==> config.mk <==
export PLATFORM = sky130hd
export DESIGN_NAME = tensor_index_run_compressor
export DESIGN_NICKNAME = d
export VERILOG_FILES = /design/src/design/tirc_pkg.sv /design/src/design/tirc_track.sv /design/src/design/tensor_index_run_compressor.sv
export SDC_FILE = /design/constraint.sdc
export NUM_CORES = 1
export LEC_CHECK = 0
export BUFFER_PORTS_ARGS = -buffer_cell sky130_fd_sc_hd__clkbuf_2
export CORE_MARGIN = 2
export CORE_UTILIZATION = 55
export CTS_CLUSTER_DIAMETER = 30
export DETAILED_ROUTE_END_ITERATION = 12
export PLACE_DENSITY_LB_ADDON = 0.25
export REMOVE_ABC_BUFFERS = 1
export SYNTH_ARGS = -nofsm -noshare
export SYNTH_HDL_FRONTEND = slang
export SYNTH_SLANG_ARGS = --single-unit
==> constraint.sdc <==
create_clock -name clk -period 4.2 [get_ports clk]
set_clock_uncertainty 0.2 [all_clocks]
set_input_delay 0.21 -clock clk [delete_from_list [all_inputs] [get_ports clk]]
set_output_delay 0.21 -clock clk [all_outputs]
set_load 0.02 [all_outputs]
==> src/design/tirc_pkg.sv <==
// tirc_pkg: shared types and constants for the tensor index run compressor
// transfer payloads, sequencer phases and the order tracker's status struct
// no dependencies
package tirc_pkg;

	localparam int AXES    = 4;
	localparam int IDX_W   = 8;
	localparam int ADDR_W  = 16;
	localparam int VAL_W   = 9;
	localparam int AXIS_W  = 2;

	localparam logic [VAL_W-1:0] COUNT_MAX = 9'd511;

	typedef struct packed {
		logic [IDX_W-1:0] index_0;
		logic [IDX_W-1:0] index_1;
		logic [IDX_W-1:0] index_2;
		logic [IDX_W-1:0] index_3;
		logic             final_tuple;
	} in_t;

	typedef struct packed {
		logic [ADDR_W-1:0] write_address;
		logic [VAL_W-1:0]  write_value;
		logic [IDX_W-1:0]  shape_0;
		logic [IDX_W-1:0]  shape_1;
		logic [IDX_W-1:0]  shape_2;
		logic [IDX_W-1:0]  shape_3;
		logic              run_end;
		logic              order_error;
	} out_t;

	typedef enum logic [2:0] {
		PH_OPEN_CNT,
		PH_OPEN_IDX,
		PH_FLIP,
		PH_PATCH,
		PH_FINAL
	} phase_t;

	typedef struct packed {
		logic                        first;
		logic                        err;
		logic [AXIS_W-1:0]           flip;
		logic [AXES-1:0][IDX_W-1:0]  shape;
	} track_t;

endpackage

==> src/design/tirc_track.sv <==
// tirc_track: order check, flip axis search and running shape for each tuple
// holds the previous tuple, sequence flag and shape maxima
// depends on tirc_pkg
module tirc_track #(
	parameter int DIMS = 3
) (
	input  logic                                        clk,
	input  logic                                        arst_n,
	input  logic                                        load,
	input  logic [tirc_pkg::AXES-1:0][tirc_pkg::IDX_W-1:0] idx,
	input  logic                                        final_tuple,
	output tirc_pkg::track_t                            info
);

	localparam logic [tirc_pkg::AXIS_W-1:0] LAST_AXIS = tirc_pkg::AXIS_W'(DIMS - 1);

	logic [tirc_pkg::AXES-1:0][tirc_pkg::IDX_W-1:0] prev_q;
	logic [tirc_pkg::AXES-1:0][tirc_pkg::IDX_W-1:0] shape_q;
	logic                                           in_seq_q;

	always_comb begin
		logic found;
		logic err;
		logic [tirc_pkg::AXIS_W-1:0] flip;
		found = 1'b0;
		err   = 1'b0;
		flip  = LAST_AXIS;
		for (int a = 0; a < tirc_pkg::AXES - 1; a++) begin
			if (a + 1 < DIMS && !found) begin
				if (idx[a] > prev_q[a]) begin
					flip  = tirc_pkg::AXIS_W'(a);
					found = 1'b1;
				end else if (idx[a] != prev_q[a]) begin
					err = 1'b1;
				end
			end
		end
		if (!found && idx[LAST_AXIS] <= prev_q[LAST_AXIS]) begin
			err = 1'b1;
		end
		info.first = !in_seq_q;
		info.err   = in_seq_q & err;
		info.flip  = flip;
		for (int a = 0; a < tirc_pkg::AXES; a++) begin
			if (a >= DIMS || !in_seq_q) begin
				info.shape[a] = tirc_pkg::IDX_W'(1);
			end else if (idx[a] > shape_q[a]) begin
				info.shape[a] = idx[a];
			end else begin
				info.shape[a] = shape_q[a];
			end
		end
	end

	always_ff @(posedge clk or negedge arst_n) begin
		if (!arst_n) begin
			in_seq_q <= 1'b0;
			for (int a = 0; a < tirc_pkg::AXES; a++) begin
				prev_q[a]  <= '0;
				shape_q[a] <= tirc_pkg::IDX_W'(1);
			end
		end else if (load) begin
			in_seq_q <= !final_tuple;
			prev_q   <= idx;
			shape_q  <= info.shape;
		end
	end

endmodule

==> src/design/tensor_index_run_compressor.sv <==
// tensor_index_run_compressor: top level, write sequencer and result register
// turns c-ordered index tuples into run-length tree memory writes
// depends on tirc_pkg and tirc_track
//
// usage
//   in channel (in_valid / in_ready / in_data) takes one index tuple per transfer;
//   final_tuple closes the current sequence
//   out channel (out_valid / out_ready / out_data) gives one memory write per
//   transfer, address, value, shape on writes of a final tuple, run_end on the
//   last write of a final tuple and order_error on every write of a bad tuple
// timing
//   a tuple is held in one stage register while a sequencer emits its writes,
//   one per cycle into the result register while the receiver does not stall
//   the stage register takes the tuple, then the result register its first write
//   a tuple makes one write per sequencer step: one for an innermost
//   step, up to 4*DIMS-2 for a flip at axis 0 with final_tuple set, 3*DIMS
//   for a single-tuple sequence; the next tuple is taken in the cycle the
//   last write leaves the stage
// reset
//   write pointer to zero, waiting for the first tuple, counts and shape to one
// stall
//   a stalled receiver holds the result register; the sequencer stalls with it,
//   the input too once the stage holds a tuple, and nothing is lost
module tensor_index_run_compressor #(
	parameter int DIMS         = 3,
	parameter int ADDRESS_BITS = 16,
	parameter int INDEX_BITS   = 8
) (
	input  logic             clk,
	input  logic             arst_n,
	input  logic             in_valid,
	output logic             in_ready,
	input  tirc_pkg::in_t    in_data,
	output logic             out_valid,
	input  logic             out_ready,
	output tirc_pkg::out_t   out_data
);

	localparam int AW       = ADDRESS_BITS;
	localparam int IDX_KEEP = (INDEX_BITS < tirc_pkg::IDX_W) ? INDEX_BITS : tirc_pkg::IDX_W;
	localparam logic [tirc_pkg::IDX_W-1:0] IDX_MASK =
		tirc_pkg::IDX_W'((64'd1 << IDX_KEEP) - 64'd1);
	localparam logic [tirc_pkg::AXIS_W-1:0] LAST_AXIS = tirc_pkg::AXIS_W'(DIMS - 1);

	logic [tirc_pkg::AXES-1:0][tirc_pkg::IDX_W-1:0] idx_in;
	tirc_pkg::track_t track;
	logic             accept;

	logic                                           valid_s1;
	logic [tirc_pkg::AXES-1:0][tirc_pkg::IDX_W-1:0] idx_s1;
	logic                                           final_s1;
	tirc_pkg::track_t                               track_s1;

	tirc_pkg::phase_t                 phase_q;
	tirc_pkg::phase_t                 phase_next;
	logic [tirc_pkg::AXIS_W-1:0]      axis_q;
	logic [tirc_pkg::AXIS_W-1:0]      axis_next;
	logic                             done;

	logic [AW-1:0]                    wp_q;
	logic [AW-1:0]                    slot_q [tirc_pkg::AXES];
	logic [tirc_pkg::VAL_W-1:0]       count_q [tirc_pkg::AXES];

	logic [AW-1:0]                    wr_addr;
	logic [AW+tirc_pkg::ADDR_W-1:0]   wr_addr_ext;
	logic [tirc_pkg::VAL_W-1:0]       wr_val;
	logic                             use_ptr;
	logic                             emit;
	logic                             item_done;

	logic                             out_valid_q;
	tirc_pkg::out_t                   out_q;

	assign idx_in[0] = in_data.index_0 & IDX_MASK;
	assign idx_in[1] = in_data.index_1 & IDX_MASK;
	assign idx_in[2] = in_data.index_2 & IDX_MASK;
	assign idx_in[3] = in_data.index_3 & IDX_MASK;

	assign emit      = valid_s1 && (!out_valid_q || out_ready);
	assign item_done = emit && done;
	assign in_ready  = !valid_s1 || item_done;
	assign accept    = in_valid && in_ready;

	tirc_track #(
		.DIMS(DIMS)
	) u_track (
		.clk         (clk),
		.arst_n      (arst_n),
		.load        (accept),
		.idx         (idx_in),
		.final_tuple (in_data.final_tuple),
		.info        (track)
	);

	// next phase
	always_comb begin
		phase_next = phase_q;
		axis_next  = axis_q;
		done       = 1'b0;
		case (phase_q)
			tirc_pkg::PH_OPEN_CNT: begin
				phase_next = tirc_pkg::PH_OPEN_IDX;
			end
			tirc_pkg::PH_OPEN_IDX: begin
				if (axis_q < LAST_AXIS) begin
					phase_next = track_s1.first ? tirc_pkg::PH_OPEN_CNT : tirc_pkg::PH_PATCH;
					axis_next  = axis_q + 1'b1;
				end else if (final_s1) begin
					phase_next = tirc_pkg::PH_FINAL;
					axis_next  = '0;
				end else begin
					done = 1'b1;
				end
			end
			tirc_pkg::PH_FLIP: begin
				if (track_s1.flip < LAST_AXIS) begin
					phase_next = tirc_pkg::PH_PATCH;
					axis_next  = track_s1.flip + 1'b1;
				end else if (final_s1) begin
					phase_next = tirc_pkg::PH_FINAL;
					axis_next  = '0;
				end else begin
					done = 1'b1;
				end
			end
			tirc_pkg::PH_PATCH: begin
				phase_next = tirc_pkg::PH_OPEN_CNT;
			end
			tirc_pkg::PH_FINAL: begin
				if (axis_q < LAST_AXIS) begin
					axis_next = axis_q + 1'b1;
				end else begin
					done = 1'b1;
				end
			end
			default: begin
				done = 1'b1;
			end
		endcase
	end

	// write for the current phase
	always_comb begin
		wr_addr = wp_q;
		wr_val  = '0;
		use_ptr = 1'b1;
		case (phase_q)
			tirc_pkg::PH_OPEN_CNT: begin
				wr_val = '0;
			end
			tirc_pkg::PH_OPEN_IDX: begin
				wr_val = {1'b0, idx_s1[axis_q]};
			end
			tirc_pkg::PH_FLIP: begin
				wr_val = {1'b0, idx_s1[track_s1.flip]};
			end
			tirc_pkg::PH_PATCH, tirc_pkg::PH_FINAL: begin
				wr_addr = slot_q[axis_q];
				wr_val  = count_q[axis_q];
				use_ptr = 1'b0;
			end
			default: begin
				use_ptr = 1'b0;
			end
		endcase
	end

	assign wr_addr_ext = {{tirc_pkg::ADDR_W{1'b0}}, wr_addr};

	always_ff @(posedge clk or negedge arst_n) begin
		if (!arst_n) begin
			valid_s1 <= 1'b0;
			phase_q  <= tirc_pkg::PH_FLIP;
			axis_q   <= '0;
		end else if (accept) begin
			valid_s1 <= 1'b1;
			phase_q  <= track.first ? tirc_pkg::PH_OPEN_CNT : tirc_pkg::PH_FLIP;
			axis_q   <= '0;
		end else if (item_done) begin
			valid_s1 <= 1'b0;
		end else if (emit) begin
			phase_q <= phase_next;
			axis_q  <= axis_next;
		end
	end

	always_ff @(posedge clk) begin
		if (accept) begin
			idx_s1   <= idx_in;
			final_s1 <= in_data.final_tuple;
			track_s1 <= track;
		end
	end

	// pointer and run counts
	always_ff @(posedge clk or negedge arst_n) begin
		if (!arst_n) begin
			wp_q <= '0;
			for (int a = 0; a < tirc_pkg::AXES; a++) begin
				count_q[a] <= tirc_pkg::VAL_W'(1);
			end
		end else if (emit) begin
			if (use_ptr) begin
				wp_q <= wp_q + 1'b1;
			end
			if (phase_q == tirc_pkg::PH_OPEN_CNT) begin
				count_q[axis_q] <= tirc_pkg::VAL_W'(1);
			end
			if (phase_q == tirc_pkg::PH_FLIP && count_q[track_s1.flip] != tirc_pkg::COUNT_MAX) begin
				count_q[track_s1.flip] <= count_q[track_s1.flip] + 1'b1;
			end
		end
	end

	always_ff @(posedge clk) begin
		if (emit && phase_q == tirc_pkg::PH_OPEN_CNT) begin
			slot_q[axis_q] <= wp_q;
		end
	end

	// result register
	always_ff @(posedge clk or negedge arst_n) begin
		if (!arst_n) begin
			out_valid_q <= 1'b0;
		end else if (emit) begin
			out_valid_q <= 1'b1;
		end else if (out_ready) begin
			out_valid_q <= 1'b0;
		end
	end

	always_ff @(posedge clk) begin
		if (emit) begin
			out_q.write_address <= wr_addr_ext[tirc_pkg::ADDR_W-1:0];
			out_q.write_value   <= wr_val;
			out_q.shape_0       <= final_s1 ? track_s1.shape[0] : '0;
			out_q.shape_1       <= final_s1 ? track_s1.shape[1] : '0;
			out_q.shape_2       <= final_s1 ? track_s1.shape[2] : '0;
			out_q.shape_3       <= final_s1 ? track_s1.shape[3] : '0;
			out_q.run_end       <= done && final_s1;
			out_q.order_error   <= track_s1.err;
		end
	end

	assign out_valid = out_valid_q;
	assign out_data  = out_q;

endmodule

Yosys cells after proc, flatten, opt, wreduce, memory -nomap -nowiden
Memories as Yosys holds them, arrays and structs flattened.
Cells that the tools add are included.
Widths: inputs -> output; s select.
{"block": "classes", "n_eq_ne": 9, "n_reduce_logical": 28, "addsub": 4, "n_lt_le_gt_ge": 14, "mux": 67, "bitwise_logic": 6}
{"op": "$mux 36", "n": 3}
{"op": "$mux 8", "n": 8}
{"op": "$mux 9", "n": 6}
{"op": "$gt 8x8->1", "n": 5}
{"op": "$bmux 9 s2", "n": 2}
{"op": "$bwmux 36", "n": 1}
{"op": "$demux 9 s2", "n": 2}
{"op": "$and 32x32->32", "n": 1}
{"op": "$bmux 8 s2", "n": 2}
{"op": "$not 32->32", "n": 1}
{"op": "$pmux 9 s3", "n": 1}
{"op": "$mux 2", "n": 12}
{"op": "$mux 1", "n": 20}
{"op": "$mux 3", "n": 6}
{"op": "$add 16x1->16 const B", "n": 1}
{"op": "$mux 16", "n": 1}
{"op": "$ne 8x8->1", "n": 2}
{"op": "$pmux 3 s4", "n": 1}
{"op": "$add 9x1->9 const B", "n": 1}
{"op": "$logic_and 1x1->1", "n": 9}
{"op": "$ne 9x9->1 const B", "n": 1}
{"op": "$le 8x8->1", "n": 1}
{"op": "$eq 3x2->1 const B", "n": 2}
{"op": "$ge 3x3->1 const B", "n": 2}
{"op": "other kinds (24)", "n": 37}
{"block": "totals", "ramBits": 64, "input_bits": 37, "regBits": 221, "n_memories": 1}
{"memory": "slot_q", "words": 4, "width": 16, "read_ports": 1, "rd_clocked_by_memory_dff": 0, "wr": 1, "line": "tensor_index_run_compressor.sv:61", "rtl": "logic [AW-1:0] slot_q [tirc_pkg::AXES];"}

Depth between registers and ports, before layout
{"block": "logic_depth", "word_depth": 11, "mapped_depth": 12, "depth_no_buf": 10}

Modules after synthesis
From an unflattened synthesis, not the netlist that was laid out.
{"block": "hier_totals", "hier_cells": 1070, "hier_area_um2": 14447.6}
{"module": "tensor_index_run_compressor", "area_per_inst_um2": 10557.6, "seq_area_each_um2": 7248.2, "instances": 1, "cells_each": 611}
{"module": "tirc_track", "area_per_inst_um2": 3890.0, "seq_area_each_um2": 1229.9, "instances": 1, "cells_each": 459}

Worst setup path before layout
OpenSTA, ideal clock, no wires.
{"block": "synth_path", "kind": "register to register", "from": "register out_valid_q (netlist: out_valid)", "to": "register wp_q[13]", "setup_time_ns": 0.125, "required_ns": 3.875, "setup_slack_ns": -0.367, "arrival_ns": 4.242, "stages_incl_launch_ff": 8, "synth_period_minus_slack_ns": 4.567, "path_cell_list": "dfrtp_1 nor2b_1 buf_6 nor2_1 nand3b_1 nor4_2 nand3_1 xnor2_1"}
{"block": "synth_via", "elab_chain_cells": 4}
{"item": "from (decl)", "line": "tensor_index_run_compressor.sv:71", "rtl": "logic out_valid_q;"}
{"item": "from (signal assigned)", "line": "tensor_index_run_compressor.sv:224", "rtl": "out_valid_q <= 1'b0;"}
{"item": "from (signal assigned)", "line": "tensor_index_run_compressor.sv:226", "rtl": "out_valid_q <= 1'b1;"}
{"item": "from (signal assigned)", "line": "tensor_index_run_compressor.sv:228", "rtl": "out_valid_q <= 1'b0;"}
{"item": "$logic_not 1->1", "line": "tensor_index_run_compressor.sv:79", "rtl": "assign emit = valid_s1 && (!out_valid_q || out_ready);"}
{"item": "$logic_or 1x1->1", "line": "tensor_index_run_compressor.sv:79"}
{"item": "$logic_and 1x1->1", "line": "tensor_index_run_compressor.sv:79"}
{"item": "named net emit", "line": "tensor_index_run_compressor.sv:68", "rtl": "logic emit;"}
{"item": "$reduce_and 2->1 (no source line)"}
{"item": "to (signal assigned)", "line": "tensor_index_run_compressor.sv:204", "rtl": "wp_q <= wp_q + 1'b1;"}
{"item": "to (decl)", "line": "tensor_index_run_compressor.sv:60", "rtl": "logic [AW-1:0] wp_q;"}
The timed path passes the listed nets, and every way through them passes these cells.
A chain may end at the register's enable or synchronous reset.

Worst setup path in the final report
{"block": "layout_path", "from": "register track_s1[32] in the netlist's numbering", "to": "register count_q[2] in the netlist's numbering"}
{"block": "layout_via", "elab_chain_cells": 7, "word_cells_on_any_way": 14}
{"item": "from (decl)", "line": "tensor_index_run_compressor.sv:52", "rtl": "tirc_pkg::track_t track_s1;"}
{"item": "from (signal assigned)", "line": "tensor_index_run_compressor.sv:191", "rtl": "track_s1 <= track;"}
{"item": "$not 2->3 (not written as such) (*)", "line": "tensor_index_run_compressor.sv:209, tensor_index_run_compressor.sv:210"}
{"item": "$bmux 9 s2 (tied with other cells)", "line": "tensor_index_run_compressor.sv:209, tensor_index_run_compressor.sv:210"}
{"item": "$mux 9 (not written as such) / $logic_and 1x1->1 (equally long branches)", "line": "tensor_index_run_compressor.sv:209, tensor_index_run_compressor.sv:210"}
{"item": "$mux 9 (on tied branches)", "line": "tensor_index_run_compressor.sv:209, tensor_index_run_compressor.sv:210"}
{"item": "$add 9x1->9 (tied with other cells)", "line": "tensor_index_run_compressor.sv:210", "rtl": "count_q[track_s1.flip] <= count_q[track_s1.flip] + 1'b1;"}
{"item": "$bwmux 36 / $logic_and 1x1->1 (equally long branches)", "line": "tensor_index_run_compressor.sv:210, tensor_index_run_compressor.sv:209"}
{"item": "$mux 36 (*)", "line": "tensor_index_run_compressor.sv:209", "rtl": "if (phase_q == tirc_pkg::PH_FLIP && count_q[track_s1.flip] != tirc_pkg::COUNT_MAX) begin"}
{"item": "to (signal, indexed assignment)", "line": "tensor_index_run_compressor.sv:200", "rtl": "count_q[a] <= tirc_pkg::VAL_W'(1);"}
{"item": "to (signal, indexed assignment)", "line": "tensor_index_run_compressor.sv:207", "rtl": "count_q[axis_q] <= tirc_pkg::VAL_W'(1);"}
{"item": "to (signal, indexed assignment)", "line": "tensor_index_run_compressor.sv:210"}
{"item": "to (decl)", "line": "tensor_index_run_compressor.sv:62", "rtl": "logic [tirc_pkg::VAL_W-1:0] count_q [tirc_pkg::AXES];"}
Mark *: on every way between the ends. The rest lies on a longest branch, timed or not. The select of a mux whose other input is x is not followed.

==> impl_metrics.toml <==
[pwr]
power.switching_mw = 4.13
powerDensity_nw_per_um2 = 743
p_sw_share_pct = 33.3
leakage_nw = 6.75
internal_power_mw = 8.27
worst_ir_drop_vdd_mv = 0.553
seqPwrFrac_pct = 34.9
combPwrFrac_pct = 27.1
p_clk_share_pct = 38.0

[placed_design]
numPortBuffers = 90
dpl.hpwl_um = 19600
gp_congestion = 0.864
pre_cts_ws_ps = 411
dp_cells = 1409

[worst_setup_path]
max_stage_delay_ps = 720
path_class = "flip-flop to flip-flop"
path_cells = "buf_4 > mux4_2 > and4_4 > nand2_2 > nor2_1 > ha_1 > nor4_1 > and3_1 > nor2_2 > nand2_1 > o21ai_0"
crit_fanout = 11
worstPathArrival_ps = 4040
end_kind = "flip-flop"
path_buf_inv = 1
cp.required_ps = 4410
r2r_setup_slack_ps = 370
cp_top_family = "simple AND/OR/NAND/NOR gates"
critPathLaunchType = "flip-flop"
cp_slowest_cell = "nor4_1"

[die]
die-area_um2 = 25800
core_area_um2 = 24200
rows = 57
die_w_um = 161
pin_count = 98
die_h_um = 161
initial_core_util_pct = 55.8

[yosys]
synth_ff_type = "edfxtp_1"
ys_warn_count = 0
synthDistinctLibCells = 67
synth_edf_count = 177
ys_async_sr_fraction_pct = 37.9
syn_area_per_cell_um2 = 13.2
ys_seq_elements = 285
synth_cells = 1019
synth_area_um2 = 13500
seq_area_frac_synth_pct = 59.5

[sta]
worst_slew_pin_slew_ps = 1110
max_slew_margin_pct = 26.0
finalHoldViolations = 0
setup_viol_count_final = 0
rsz0062_at_grt = "false"
period_share_pct = 91.1
fin_setup_tns_ps = 0
min_period_ps = 3830
finalMaxSlewViolations = 0
timing.fmax_mhz = 261
layout_setup_ws_ps = 372

[cts]
ctsHoldBuffers = 36
cts_tree = "done"
clkSlewWorstSetupHoldPaths_ps = 50
root_buffer = "clkbuf_16"
cts_resized = 0
clock-sinks = 285
cts_buffers = 59
cts_setup_buffers = 0
cts_buffer_depth = 3
cts_max_level = 2
clk_latency_ps = 580

[finish]
final_cell_mix = "edfxtp_1 (177), nand2_1 (114), dfrtp_1 (98)"
nets = 1274
final_common_cell = "edfxtp_1"
n_antenna_cell = 0
area_growth_pct = 23.8
stdcell_count = 1557
final_layout_size_suffix_gt1_share_pct = 26.2

[run_status]
outcome = "completed"

[drt]
via_count = 8893
drtAntennaViolNets = 0
firstDrtPassIters = 7
remaining_drc_errors = 0
viasPerCell = 5.71
wl_um = 31000
drt_iter0_drc = 639
wl_per_cell_um = 19.9

[global_routing]
grt_max_degree = 82
grt_pass1_wl_um = 49600
grt_antenna_before_repair = 0
track_usage_pct = 24.7
grt_pass1_vias = 9170
grt-ovfl-total = 0

[run]
maxCapViolCount = 0

[worst_hold_path]
hp-class = "input pin to flip-flop"
[synth_stat cells (6+ instances only)]
library cell  number  area, µm²
o21ai_0           69        345
nand3_1           17       85.1
edfxtp_1         177       5320
nand4_1           26        163
o211ai_1           6       45.0
clkbuf_1          19       71.3
a22oi_1           17        128
buf_2             14       70.1
dfstp_2            8        210
buf_4             13       97.6
xor2_1             9       78.8
dfrtp_1          100       2500
ha_1              55        688
inv_1             58        218
a21oi_1           30        150
nor2_1            44        165
mux2i_1           28        280
a22o_1             9       78.8
mux4_2            50       1130
xnor2_1           10       87.6
and2_1            32        200
mux2_2            17        191
o22ai_1            6       37.5
o21ai_1           11       55.1
nand2_1          114        428
nor2b_1            7       43.8
[layer usage]
metal / vias to the layer above / GRT usage (%) / wire length (µm)
met3: 63 / 4.36 / 1780
met5: - / 0 / 0
met2: 315 / 40.3 / 15200
li1: 4128 / - / -
met4: 0 / 10.2 / 982
met1: 4387 / 33.2 / 13100
[stage by stage]
| step | instance area (µm²) | hold WS [ps] | util (%) | power, mW |
|---|---|---|---|---|
| 2_1_floorplan | 13200 | -286 | - | 6.58 |
| 3_3_place_gp | 14300 | 187 | 59.0 | 7.55 |
| 3_5_place_dp | 14300 | 189 | 59.0 | 7.65 |
| 4_1_cts | 16700 | 139 | 69.1 | 12.4 |
| 5_1_grt | 16700 | 169 | 69.1 | 13.0 |
| 6_report | 16700 | 174 | 69.1 | 12.4 |
[cell families (layout without fill, tap and decap cells)]
group,count (synthesis),in the layout,share of synthesized area [%]
flops,285,285,59.5
other cells,1,7,0.0278
xor+xnor,21,21,1.47
simple gates,275,275,10.4
buf+inv,112,320,3.77
mux,95,95,11.8
compound gates,175,175,7.92
fa+ha+maj,55,55,5.10
[cell type report]
type                    count  area (µm²)
well taps                 324         405
multi-input cells         628        4980
inverters                  60         228
repair buffers            148         978
clock buffers              64        1540
fillers                  1643        7470
flip-flops and latches    285        8030
clock inverters            48         539
[power by group through the flow]
stage / clock network (mW) / logic, mW / registers [mW]
5_1_grt: 4.92 / 3.69 / 4.41
6_report: 4.71 / 3.36 / 4.33
4_1_cts: 4.75 / 3.36 / 4.33
2_1_floorplan: 0 / 2.04 / 4.55
3_5_place_dp: 0 / 3.29 / 4.36
3_3_place_gp: 0 / 3.21 / 4.34
[path summary, 6_finish.rpt]
check / start / to / cells after the start
max reg2reg: track_s1[32]$_SDFFCE_PP0P_ / count_q[2]$_DFFE_PN0P_ / 11
min in group asynchronous: arst_n / u_track.shape_q[20]$_DFFE_PN0P_ / 2
min: in_data[4] / idx_s1[27]$_DFFE_PP_ / 2
min reg2reg: track_s1[34]$_DFFE_PP_ / out_data[0]$_DFFE_PP_ / 0
max: track_s1[32]$_SDFFCE_PP0P_ / count_q[2]$_DFFE_PN0P_ / 11
max in group asynchronous: arst_n / u_track.shape_q[0]$_DFFE_PN1P_ / 3
[sequential cells by signal, indices dropped and copies added (netlist names)]
name              flops
slot_q               64
out_data             52
count_q              36
idx_s1               32
track_s1             28
u_track.prev_q       24
u_track.shape_q      24
wp_q                 16
phase_q               3
axis_q                2
final_s1              1
out_valid             1
u_track.in_seq_q      1
valid_s1              1
Power figures use the tool's default switching activity.
